<file path="src/lsfs_pkg.sv">
// ----------------------------------------------------------------------------
// lsfs_pkg
// Shared constants for the LED string frame serializer: register indexes,
// register reset values, frame geometry and request codes.
// ----------------------------------------------------------------------------
`default_nettype none

package lsfs_pkg;

  // configuration register map
  localparam int unsigned CfgIdxW = 8;
  localparam int unsigned CfgDataW = 8;

  localparam logic [CfgIdxW-1:0] CFG_START_HIGH = 8'd0;
  localparam logic [CfgIdxW-1:0] CFG_SHORT      = 8'd1;
  localparam logic [CfgIdxW-1:0] CFG_LONG       = 8'd2;
  localparam logic [CfgIdxW-1:0] CFG_END_LOW    = 8'd3;

  // register reset values, in ticks
  localparam logic [CfgDataW-1:0] START_HIGH_RST = 8'd10;
  localparam logic [CfgDataW-1:0] SHORT_RST      = 8'd9;
  localparam logic [CfgDataW-1:0] LONG_RST       = 8'd19;
  localparam logic [CfgDataW-1:0] END_LOW_RST    = 8'd40;

  // frame: 6-bit address, 8-bit intensity, 12-bit color, MSB first
  localparam int unsigned FrameW = 26;
  localparam logic [4:0]  FRAME_BITS = 5'd26;

  // request codes
  localparam logic REQ_TICK = 1'b0;
  localparam logic REQ_CMD  = 1'b1;

endpackage

`default_nettype wire

</file>
<file path="src/led_string_frame_serializer_top.sv">
// ----------------------------------------------------------------------------
// led_string_frame_serializer_top
// The result word is valid in the cycle after the input word is accepted.
// Throughput: 1 word per cycle while the sink takes results (out_ready); the
// state update and the result register are written in the same cycle as the accept.
// Reset (rst_n low, synchronous): idle, no frames pending, output empty,
// timing registers back to 10/9/19/40 ticks.
// ----------------------------------------------------------------------------
// Single-wire LED string serializer. Command words load a frame batch,
// tick words advance the pulse timer one microsecond and report the pin.
// ----------------------------------------------------------------------------
`default_nettype none

module led_string_frame_serializer_top (
  input  wire logic                          clk,
  input  wire logic                          rst_n,
  // configuration
  input  wire logic                          cfg_wr_en,
  input  wire logic [lsfs_pkg::CfgIdxW-1:0]  cfg_index,
  input  wire logic [lsfs_pkg::CfgDataW-1:0] cfg_data,
  // input words
  input  wire logic                          in_valid,
  output logic                               in_ready,
  input  wire logic                          in_req_type,
  input  wire logic [5:0]                    in_start_address,
  input  wire logic [6:0]                    in_frame_count,
  input  wire logic [7:0]                    in_intensity,
  input  wire logic [3:0]                    in_red,
  input  wire logic [3:0]                    in_green,
  input  wire logic [3:0]                    in_blue,
  // result words
  output logic                               out_valid,
  input  wire logic                          out_ready,
  output logic                               out_pin_level,
  output logic                               out_busy_res,
  output logic                               out_accepted,
  output logic                               out_frame_done
);

  import lsfs_pkg::*;

  typedef enum logic [2:0] {
    PH_IDLE  = 3'd0,
    PH_START = 3'd1,
    PH_BLOW  = 3'd2,
    PH_BHIGH = 3'd3,
    PH_END   = 3'd4
  } phase_t;

  // timing registers
  logic [7:0] start_high_r, short_r, long_r, end_low_r;

  // serializer state
  phase_t              phase_r, phase_nxt;
  logic [7:0]          ticks_left_r, ticks_left_nxt;
  logic [FrameW-1:0]   frame_shift_r, frame_shift_nxt;
  logic [4:0]          bits_left_r, bits_left_nxt;
  logic [5:0]          cur_addr_r, cur_addr_nxt;
  logic [6:0]          frames_left_r, frames_left_nxt;
  logic [7:0]          intensity_r, intensity_nxt;
  logic [11:0]         color_r, color_nxt;

  // result register
  logic out_valid_r;
  logic pin_r, pin_nxt;
  logic busy_r, busy_nxt;
  logic acc_r, acc_nxt;
  logic done_r, done_nxt;

  logic accept;
  logic msb;
  logic level_now;

  assign in_ready = !out_valid_r || out_ready;
  assign accept   = in_valid && in_ready;
  assign msb      = frame_shift_r[FrameW-1];

  // pin is high during the start pulse and the high half of a bit
  assign level_now = (phase_r == PH_START) || (phase_r == PH_BHIGH);

  // next state for one accepted word
  always_comb begin
    logic [5:0]  ld_addr;
    logic [7:0]  ld_int;
    logic [11:0] ld_col;
    logic [6:0]  fl_dec;
    logic [5:0]  addr_inc;
    logic [4:0]  bits_dec;
    logic [FrameW-1:0] shl;

    phase_nxt       = phase_r;
    ticks_left_nxt  = ticks_left_r;
    frame_shift_nxt = frame_shift_r;
    bits_left_nxt   = bits_left_r;
    cur_addr_nxt    = cur_addr_r;
    frames_left_nxt = frames_left_r;
    intensity_nxt   = intensity_r;
    color_nxt       = color_r;
    pin_nxt         = 1'b0;
    acc_nxt         = 1'b0;
    done_nxt        = 1'b0;

    ld_addr  = in_start_address;
    ld_int   = in_intensity;
    ld_col   = {in_blue, in_green, in_red};
    fl_dec   = frames_left_r - 7'd1;
    addr_inc = cur_addr_r + 6'd1;
    bits_dec = bits_left_r - 5'd1;
    shl      = {frame_shift_r[FrameW-2:0], 1'b0};

    if (in_req_type == REQ_CMD) begin
      // command: taken only when no frames are pending
      if (frames_left_r == 7'd0) begin
        acc_nxt         = 1'b1;
        cur_addr_nxt    = ld_addr;
        frames_left_nxt = in_frame_count;
        intensity_nxt   = ld_int;
        color_nxt       = ld_col;
        if (in_frame_count != 7'd0) begin
          frame_shift_nxt = {ld_addr, ld_int, ld_col};
          bits_left_nxt   = FRAME_BITS;
          phase_nxt       = PH_START;
          ticks_left_nxt  = start_high_r;
          pin_nxt         = 1'b1;
        end else begin
          phase_nxt = PH_IDLE;
          pin_nxt   = 1'b0;
        end
      end else begin
        pin_nxt = level_now;
      end
    end else begin
      // tick: report level, then advance the timer
      pin_nxt = level_now;
      if (ticks_left_r > 8'd1 && phase_r != PH_IDLE) begin
        ticks_left_nxt = ticks_left_r - 8'd1;
      end else begin
        case (phase_r)
          PH_START: begin
            phase_nxt      = PH_BLOW;
            ticks_left_nxt = msb ? long_r : short_r;
          end
          PH_BLOW: begin
            phase_nxt      = PH_BHIGH;
            ticks_left_nxt = msb ? short_r : long_r;
          end
          PH_BHIGH: begin
            frame_shift_nxt = shl;
            bits_left_nxt   = bits_dec;
            if (bits_dec == 5'd0) begin
              phase_nxt      = PH_END;
              ticks_left_nxt = end_low_r;
            end else begin
              phase_nxt      = PH_BLOW;
              ticks_left_nxt = shl[FrameW-1] ? long_r : short_r;
            end
          end
          PH_END: begin
            done_nxt        = 1'b1;
            frames_left_nxt = fl_dec;
            cur_addr_nxt    = addr_inc;
            if (fl_dec != 7'd0) begin
              frame_shift_nxt = {addr_inc, intensity_r, color_r};
              bits_left_nxt   = FRAME_BITS;
              phase_nxt       = PH_START;
              ticks_left_nxt  = start_high_r;
            end else begin
              phase_nxt      = PH_IDLE;
              ticks_left_nxt = 8'd0;
            end
          end
          default: begin
            phase_nxt = PH_IDLE;
          end
        endcase
      end
    end

    busy_nxt = (frames_left_nxt != 7'd0);
  end

  // configuration writes
  always_ff @(posedge clk) begin
    if (!rst_n) begin
      start_high_r <= START_HIGH_RST;
      short_r      <= SHORT_RST;
      long_r       <= LONG_RST;
      end_low_r    <= END_LOW_RST;
    end else if (cfg_wr_en) begin
      case (cfg_index)
        CFG_START_HIGH: start_high_r <= cfg_data;
        CFG_SHORT:      short_r      <= cfg_data;
        CFG_LONG:       long_r       <= cfg_data;
        CFG_END_LOW:    end_low_r    <= cfg_data;
        default: ;
      endcase
    end
  end

  // serializer state and result handshake
  always_ff @(posedge clk) begin
    if (!rst_n) begin
      phase_r       <= PH_IDLE;
      ticks_left_r  <= '0;
      frame_shift_r <= '0;
      bits_left_r   <= '0;
      cur_addr_r    <= '0;
      frames_left_r <= '0;
      intensity_r   <= '0;
      color_r       <= '0;
      out_valid_r   <= 1'b0;
    end else begin
      if (accept) begin
        phase_r       <= phase_nxt;
        ticks_left_r  <= ticks_left_nxt;
        frame_shift_r <= frame_shift_nxt;
        bits_left_r   <= bits_left_nxt;
        cur_addr_r    <= cur_addr_nxt;
        frames_left_r <= frames_left_nxt;
        intensity_r   <= intensity_nxt;
        color_r       <= color_nxt;
        out_valid_r   <= 1'b1;
      end else if (out_ready) begin
        out_valid_r   <= 1'b0;
      end
    end
  end

  // result payload, no reset needed
  always_ff @(posedge clk) begin
    if (accept) begin
      pin_r  <= pin_nxt;
      busy_r <= busy_nxt;
      acc_r  <= acc_nxt;
      done_r <= done_nxt;
    end
  end

  assign out_valid      = out_valid_r;
  assign out_pin_level  = pin_r;
  assign out_busy_res   = busy_r;
  assign out_accepted   = acc_r;
  assign out_frame_done = done_r;

endmodule

`default_nettype wire

</file>
<file path="config.mk">
export PLATFORM = sky130hd
export DESIGN_NAME = led_string_frame_serializer_top
export DESIGN_NICKNAME = d
export VERILOG_FILES = /design/src/lsfs_pkg.sv /design/src/led_string_frame_serializer_top.sv
export SDC_FILE = /design/constraint.sdc
export NUM_CORES = 1
export LEC_CHECK = 0
export BUFFER_PORTS_ARGS = -buffer_cell sky130_fd_sc_hd__buf_2
export CAP_MARGIN = 20
export CORE_MARGIN = 2
export CORE_UTILIZATION = 40
export CTS_BUF_LIST = sky130_fd_sc_hd__clkbuf_16
export DETAILED_ROUTE_END_ITERATION = 10
export HOLD_SLACK_MARGIN = 0.06
export PLACE_DENSITY = 0.57
export SLEW_MARGIN = 20
export SYNTH_ARGS = -nofsm -noshare
export SYNTH_HDL_FRONTEND = slang
export SYNTH_SLANG_ARGS = --single-unit
</file>
<file path="constraint.sdc">
create_clock -name clk -period 2.8 [get_ports clk]
set_input_delay 0.56 -clock clk [delete_from_list [all_inputs] [get_ports clk]]
set_output_delay 0.56 -clock clk [all_outputs]
set_load 0.02 [all_outputs]
</file>
Word level (Yosys, flattened, before mapping)
Cells that the tools add are included.
{"block": "word_totals", "register_bits": 112}
{"block": "op_classes", "order_cmp": 1, "n_reduce_logical": 26, "eq_ne": 11, "add_sub_neg": 4, "mux": 44}
{"operator": "$mux W26", "count": 5}
{"operator": "$mux W8", "count": 9}
{"operator": "$pmux W26 S2", "count": 1}
{"operator": "$pmux W8 S4", "count": 1}
{"operator": "$mux W7", "count": 4}
{"operator": "$mux W5", "count": 5}
{"operator": "$mux W6", "count": 4}
{"operator": "$reduce_bool A7 Y1", "count": 3}
{"operator": "$eq A8 B2 Y1 const B", "count": 2}
{"operator": "$mux W3", "count": 4}
{"operator": "$pmux W3 S4", "count": 1}
{"operator": "$pmux W5 S2", "count": 1}
{"operator": "$mux W1", "count": 9}
{"operator": "$eq A8 B1 Y1 const B", "count": 1}
{"operator": "$gt A8 B1 Y1 const B", "count": 1}
{"operator": "$logic_not A8 Y1", "count": 1}
{"operator": "$reduce_and A2 Y1", "count": 4}
{"operator": "$reduce_and A4 Y1", "count": 2}
{"operator": "$sub A8 B1 Y8 const B", "count": 1}
{"operator": "$logic_not A7 Y1", "count": 1}
{"operator": "$sub A7 B1 Y7 const B", "count": 1}
{"operator": "$add A6 B1 Y6 const B", "count": 1}
{"operator": "$eq A3 B2 Y1 const B", "count": 2}
{"operator": "$reduce_and A3 Y1", "count": 2}
{"operator": "other kinds (15)", "count": 20}

Logic depth before layout (Yosys ltp)
Gate-level depths: netlist of run 1.
{"block": "depth", "word_depth": 6, "mapped_depth": 11, "depth_no_buf": 8}

Least setup slack after synthesis of run 1
Ideal clock, no wire load.
{"block": "synth_path", "kind": "input-to-reg", "start": "input in_req_type", "end": "register busy_r, in the netlist out_busy_res (data pin)", "required_ns": 2.528, "slack_ns": -0.154, "arrival_time_ns": 2.683, "n_path_buf": 1, "stages": 7, "setup_time_ns": 0.272, "cell_sequence": "buf_6 -> or4b_4 -> nor4_4 -> nand2_2 -> or3_1 -> a221o_1 -> or4_1"}
{"block": "synth_between", "elab_chain_cells": 2}
{"element": "start: declaration", "line_no": "led_string_frame_serializer_top.sv:24", "rtl": "input wire logic in_req_type,"}
{"element": "$mux W7", "line_no": "led_string_frame_serializer_top.sv:111", "rtl": "if (in_req_type == REQ_CMD) begin"}
{"element": "$reduce_bool A7 Y1", "line_no": "led_string_frame_serializer_top.sv:179", "rtl": "busy_nxt = (frames_left_nxt != 7'd0);"}
{"element": "net busy_nxt", "line_no": "led_string_frame_serializer_top.sv:66", "rtl": "logic busy_r, busy_nxt;"}
{"element": "end signal: assignment", "line_no": "led_string_frame_serializer_top.sv:233", "rtl": "busy_r <= busy_nxt;"}
{"element": "end: declaration", "line_no": "led_string_frame_serializer_top.sv:66"}
The timed path passes the listed nets, and every way through them passes these cells.
A chain may end at the register's enable or synchronous reset.

Worst setup path after layout of run 1
{"block": "layout_path", "start": "register ticks_left_r[4]", "end": "register busy_r, in the netlist out_busy_res (data pin)"}
{"block": "layout_between", "elab_chain_cells": 5}
{"element": "start: declaration", "line_no": "led_string_frame_serializer_top.sv:55", "rtl": "logic [7:0] ticks_left_r, ticks_left_nxt;"}
{"element": "start signal: assignment", "line_no": "led_string_frame_serializer_top.sv:215", "rtl": "ticks_left_r <= ticks_left_nxt;"}
{"element": "$gt A8 B1 Y1", "line_no": "led_string_frame_serializer_top.sv:135", "rtl": "if (ticks_left_r > 8'd1 && phase_r != PH_IDLE) begin"}
{"element": "$logic_and A1 B1 Y1", "line_no": "led_string_frame_serializer_top.sv:135"}
{"element": "$mux W7", "line_no": "led_string_frame_serializer_top.sv:135"}
{"element": "$mux W7", "line_no": "led_string_frame_serializer_top.sv:111"}
{"element": "$reduce_bool A7 Y1", "line_no": "led_string_frame_serializer_top.sv:179"}
{"element": "net busy_nxt", "line_no": "led_string_frame_serializer_top.sv:66"}
The timed path passes the listed nets, and every way through them passes these cells.

==> flow_summary.json, run 1 <==
{
  "seq_area_frac_synth": 0.360,
  "status": "complete, no violations",
  "setup_viol": 0,
  "worst_pin_slew_ps": 842,
  "cts_setup_buffers": 0,
  "syn_avg_cell_area_um2": 7.99,
  "root_buffer": "clkbuf_16",
  "cts_tree": "built",
  "area_growth_pct": 16.4,
  "gp_congestion": 0.870,
  "criticalPathCategory": "flop to flop",
  "rsz0062_at_grt": "false",
  "synth_nets": 856,
  "io_buffer_count": 60,
  "wl_per_cell_um": 15.9,
  "antenna_cells": 0,
  "fin_crit_sh": 0.947,
  "wl_mm": 17.0,
  "critPathTopFamily": "simple AND/OR/NAND/NOR gates",
  "grt_pass1_wl_mm": 27.5,
  "via_per_inst": 5.44,
  "io_pins": 61,
  "clkSlewWorstSetupHoldPaths_ps": 80,
  "antenna_left": 0,
  "fin_worst_skew_ps": 8.29,
  "antenna_found_initial": 0,
  "fin_crit_ps": 2650,
  "crit_path_max_incr_delay_ps": 550,
  "gr-total-overflow": 0,
  "die_w_um": 130,
  "dp_hpwl_mm": 12.1,
  "hold_viol": 0,
  "p_leak_nw": 3.14,
  "cp_num_buf_inv": 0,
  "slew_headroom": 0.438,
  "synthDistinctLibCells": 73,
  "dr.pass1.iters": 5,
  "first_iter_violations": 333,
  "slowest_stage": "or4_4",
  "peakVddDrop_mv": 0.465,
  "slew_viol_final": 0,
  "p_per_area_nw_per_um2": 530,
  "ys_ff_latch": 112,
  "vias": 5831,
  "die_y_um": 130,
  "fin_setup_tns_ps": 0,
  "grt_usage": 0.205,
  "ys_warn_count": 0,
  "drive_above_1_share": 0.160,
  "reg2reg_slack_ps": 150,
  "drc": 0,
  "cp_cell_sequence": "or4_4 -> or3_1 -> o21ai_1 -> o311ai_1 -> a221o_1 -> or4_1",
  "numClockSinks": 112,
  "core_area_um2": 15700,
  "floorplan.initialDensity": 0.405,
  "cts_hold_buf": 0,
  "hold_class": "primary input to flop",
  "grt_max_degree": 73,
  "cts_max_level": 3,
  "fp-row-count": 46,
  "nNetsFinal": 914,
  "grt_pass1_vias": 5643,
  "whs_ps": 438,
  "ys_async_sr_fraction": 0,
  "fmax_mhz": 377,
  "worst-path-max-fanout": 5,
  "maxCapViolations": 0,
  "cp-end-kind": "flop",
  "dieArea_um2": 16900,
  "synth_area_um2": 6340,
  "cp.required_ps": 2900,
  "synthCells": 793,
  "nFillCells": 1543,
  "insertion_delay_ps": 360,
  "numCtsBuffers": 9,
  "cts_buffer_depth": 2,
  "synth_edf_count": 4,
  "arrival_ps": 2750,
  "ys.flop_type": "dfxtp_1",
  "start_kind": "flop"
}
==> worst reg2reg max path, delay by kind of cell, from the launching register on <==
family | cells | cell delay [ps]
AO/OA/AOI/OAI | 3 | 610
AND/OR/NAND/NOR | 3 | 1440
flip-flops | 1 | 360
==> through the flow <==
| stage | instance area (um^2) | utilization | instances | worst slack, ps | power, mW |
|---|---|---|---|---|---|
| finish | 7370 | 0.471 | 1072 | 148 | 3.91 |
| global route | 7370 | 0.471 | 1072 | 9.85 | 4.10 |
| CTS | 7350 | 0.470 | 1072 | 81.1 | 3.94 |
| detailed placement | 7020 | 0.448 | 1056 | -172 | 2.49 |
| global placement | 7020 | 0.448 | 1056 | -140 | 2.48 |
| floorplan | 6340 | - | 793 | -112 | 2.23 |
==> power breakdown <==
group          switching [mW]  total [mW]  internal, mW  leakage, nW
sequential             0.0569        1.73          1.67        0.915
clock                   0.638        1.44         0.802        0.163
combinational           0.426       0.739         0.312         2.06
==> placed cells by master, fill, tap and decap left out, drive strengths merged, types with 3 or more instances in the layout <==
cell | netlist | layout
a211oi | 12 | 12
a21oi | 47 | 47
a221oi | 5 | 5
a22oi | 5 | 5
a31o | 3 | 3
a31oi | 10 | 10
and2 | 5 | 5
buf | 8 | 101
clkbuf | 46 | 9
clkinv | 2 | 5
dfxtp | 108 | 108
edfxtp | 4 | 4
ha | 8 | 8
inv | 18 | 20
mux2 | 3 | 3
mux2i | 104 | 104
nand2 | 173 | 173
nand3 | 19 | 19
nand3b | 4 | 4
nor2 | 55 | 55
nor2b | 3 | 3
nor3 | 11 | 11
nor3b | 4 | 4
nor4 | 5 | 5
nor4b | 3 | 3
o21a | 6 | 6
o21ai | 55 | 55
o2bb2ai | 3 | 3
o311ai | 3 | 3
o31ai | 3 | 3
or3 | 3 | 3
xnor2 | 10 | 10
==> worst paths after layout <==
path,start,end,cells after the start
worst max register to register,ticks_left_r[4],out_busy_res,6
worst max-delay path,ticks_left_r[4],out_busy_res,6
worst min-delay path,in_valid,out_valid,3
worst min register to register,intensity_r[1],intensity_r[1],2
==> layout make-up <==
type,instances,area [um^2],area share
clock buffers,9,225,0.0305
multi-input cells,607,3780,0.513
clock inverters,7,111,0.0151
flip-flops and latches,112,2280,0.310
well taps,216,270,0.0366
inverters,20,75.1,0.0102
repair buffers,101,624,0.0847
==> cells in the mapped netlist, drive strengths merged, types with 3 or more instances <==
library cell  count  area share
a211oi           12       0.014
a21oi            47       0.037
a221oi            5      0.0079
a22oi             5      0.0059
a31o              3      0.0041
a31oi            10      0.0099
and2              5      0.0049
buf               8      0.0065
clkbuf           46       0.027
dfxtp           108        0.34
edfxtp            4       0.019
ha                8       0.016
inv              18       0.011
mux2              3      0.0053
mux2i           104        0.16
nand2           173        0.10
nand3            19       0.015
nand3b            4      0.0047
nor2             55       0.033
nor2b             3      0.0030
nor3             11      0.0087
nor3b             4      0.0047
nor4              5      0.0073
nor4b             3      0.0041
o21a              6      0.0071
o21ai            55       0.043
o2bb2ai           3      0.0041
o311ai            3      0.0041
o31ai             3      0.0036
or3               3      0.0030
xnor2            10       0.014
==> registers in the layout, summed over array words and instances, names as in the netlist, 3 cells and up <==
register and flops:
ticks_left_r 8, frame_shift_r 26, start_high_r 8, color_r 12, short_r 8, end_low_r 8
long_r 8, intensity_r 8, cur_addr_r 6, bits_left_r 5, frames_left_r 7, phase_r 3
==> cell families after synthesis <==
kind of cell,after synthesis,share of synthesized area
DFF,112,0.360
xor gates and xnor gates,12,0.0166
adders and majority gates,8,0.0158
AOI/OAI and AO/OA,180,0.181
buffers and inverters,74,0.0456
and+or+nand+nor,300,0.211
muxes,107,0.170
==> timing repair <==
item	CTS	global route
gates resized for setup	0	6
endpoints found under the setup margin	0	2
hold endpoints to repair	0	0
==> metal layers <==
layer / global-route usage / vias up / wire [um]
met1: 0.254 / 2771 / 7640
met2: 0.353 / 113 / 8430
met5: 0 / - / 0
met3: 0.0377 / 26 / 627
met4: 0.0791 / 0 / 330
li1: - / 2921 / -
Power figures use the tool's default switching activity.
==> run 2: changes to the inputs <==
--- a/config.mk
+++ b/config.mk
@@ -5,6 +5,7 @@
 export SDC_FILE = /design/constraint.sdc
 export NUM_CORES = 1
 export LEC_CHECK = 0
+export ABC_AREA = 1
 export BUFFER_PORTS_ARGS = -buffer_cell sky130_fd_sc_hd__buf_2
 export CAP_MARGIN = 20
 export CORE_MARGIN = 2
==> flow_summary.json, run 2 <==
{
  "yosys.area.top_type_share": 0.353,
  "cts_tree": "built",
  "placedCellCount": 1136,
  "p_leak_nw": 2.89,
  "dp_hpwl_mm": 11.0,
  "grt_pass1_wl_mm": 26.4,
  "io_pins": 61,
  "ys_ff_latch": 112,
  "hold_viol": 0,
  "synth_area_um2": 6130,
  "numCtsBuffers": 9,
  "cts_resized": 0,
  "numClockSinks": 112,
  "wl_per_cell_um": 13.6,
  "largest_reg_flops": 26,
  "cts_hold_buf": 0,
  "grt_pass1_vias": 5469,
  "top_register": "frame_shift_r",
  "nNetsFinal": 1022,
  "start_kind": "flop",
  "cp.required_ps": 2900,
  "final_cell_mix": "nor2_1 (169), nand2_1 (148), o21ai_0 (113), dfxtp_1 (108), inv_1 (91)",
  "fmax_mhz": 425,
  "critPathLaunch": "ticks_left_r[0]",
  "status": "complete, no violations",
  "die_y_um": 128,
  "area_growth_pct": 11.6,
  "fin_worst_skew_ps": 10.7,
  "drc": 0,
  "insertion_delay_ps": 360,
  "worst-path-max-fanout": 11,
  "slew_headroom": 0.596,
  "fp-row-count": 45,
  "layout_commonest_cell": "nor2_1",
  "gr-total-overflow": 0,
  "floorplan.initialDensity": 0.406,
  "grt_usage": 0.199,
  "ys_async_sr_fraction": 0,
  "p_per_area_nw_per_um2": 531,
  "arrival_ps": 2460,
  "first_iter_violations": 420,
  "slew_viol_final": 0,
  "synth_edf_count": 4,
  "cts_buffer_depth": 2,
  "place_area_um2": 6560,
  "ys.flop_type": "dfxtp_1",
  "die_w_um": 128,
  "synthDistinctLibCells": 43,
  "ys_top_cells_by_count": "nor2_1 (169), nand2_1 (148), o21ai_0 (113), dfxtp_1 (108), inv_1 (90)",
  "antenna_found_initial": 1,
  "synthCells": 917,
  "antenna_cells": 0,
  "fin_setup_tns_ps": 0,
  "vias": 5854,
  "nFillCells": 1648,
  "r2r-start": "ticks_left_r[0]",
  "criticalPathCategory": "flop to flop",
  "peakVddDrop_mv": 0.300,
  "wl_mm": 15.6,
  "cp-end-kind": "flop",
  "hold_start": "color_r[0]",
  "ys_warn_count": 0,
  "rsz0062_at_grt": "false",
  "fin_crit_ps": 2350,
  "dieArea_um2": 16300,
  "antenna_left": 0,
  "fin_area_um2": 6840,
  "final_cells": 1152,
  "clkSlewWorstSetupHoldPaths_ps": 80,
  "via_per_inst": 5.08,
  "worst_pin_slew_ps": 602,
  "synth_nets": 980,
  "synth.most_common_cell": "nor2_1",
  "dr.pass1.iters": 5,
  "cts_max_level": 3,
  "reg_top3": "frame_shift_r: 26 flops, color_r: 12 flops",
  "setup_viol": 0,
  "gp_congestion": 0.859,
  "seq_area_frac_synth": 0.372,
  "grt_max_degree": 52,
  "io_buffer_count": 60,
  "maxCapViolations": 0,
  "fin_crit_sh": 0.841,
  "hold_class": "flop to flop",
  "synthTopCellsByArea": "dfxtp_1 (35%), nor2_1 (10%), o21ai_0 (9.2%)",
  "drive_above_1_share": 0.127,
  "yosysTopAreaCell": "dfxtp_1",
  "core_area_um2": 15100,
  "syn_avg_cell_area_um2": 6.68,
  "cts_setup_buffers": 0,
  "root_buffer": "clkbuf_16"
}
## run 2: cell count changes after synthesis, sizes merged, moves of 22 or more
cell   delta
nor2    +123
inv      +83
o21ai    +67
a21oi    +34
nand3    +22
mux2i   -104
## run 2: routing by layer
metal	wire length, um	vias to the layer above	global-route usage
li1	-	3103	-
met1	7750	2611	0.272
met2	6850	118	0.317
met3	740	20	0.0392
met4	248	2	0.0646
met5	16	-	0
## run 2: metrics by stage
step                       util  worst slack, ps  hold slack (ps)  power, mW
after floorplan               -              810              424       2.25
after global placement    0.435              435              439       2.42
after detailed placement  0.435              438              440       2.42
after CTS                 0.453              429              451       3.68
after global routing      0.453              182              475       3.84
final                     0.453              446              449       3.63
## run 2: path summary, 6_finish.rpt
check                  to  slack (ps)  cells after the start
max          out_busy_res         450                     12
max reg2reg  out_busy_res         450                     12
min            color_r[0]         450                      2
min reg2reg    color_r[0]         450                      2
## run 2: where the power goes
part	internal, mW	leakage (nW)	switching (mW)
logic	0.239	1.83	0.401
clock network	0.616	0.143	0.636
registers	1.69	0.918	0.0547
## run 2: cells by family after synthesis
logic type	share of synthesized area
adder cells (fa/ha/maj)	0.0163
AO/OA/AOI/OAI	0.227
AND/OR/NAND/NOR	0.270
XOR/XNOR	0.0171
flip-flops	0.372
buffers and inverters	0.0974
## run 2: final cells by class
class	count	area [um^2]	share of cell area
clock buffers	9	225	0.0329
clock inverters	7	55.1	0.00805
well taps	188	235	0.0344
repair buffers	73	398	0.0582
flip-flops and latches	112	2280	0.334
multi-input cells	660	3250	0.475
inverters	103	392	0.0573
## run 2: critical path: stages (launching register included)
cell	delay [ps]
dfxtp_1	360
inv_1	90
ha_1	240
nor2_1	240
nor3_4	100
nand3_1	340
inv_1	140
nand2_1	80
o21ai_0	70
a21oi_1	170
nand3b_1	100
nor2_1	90
nand3_1	70
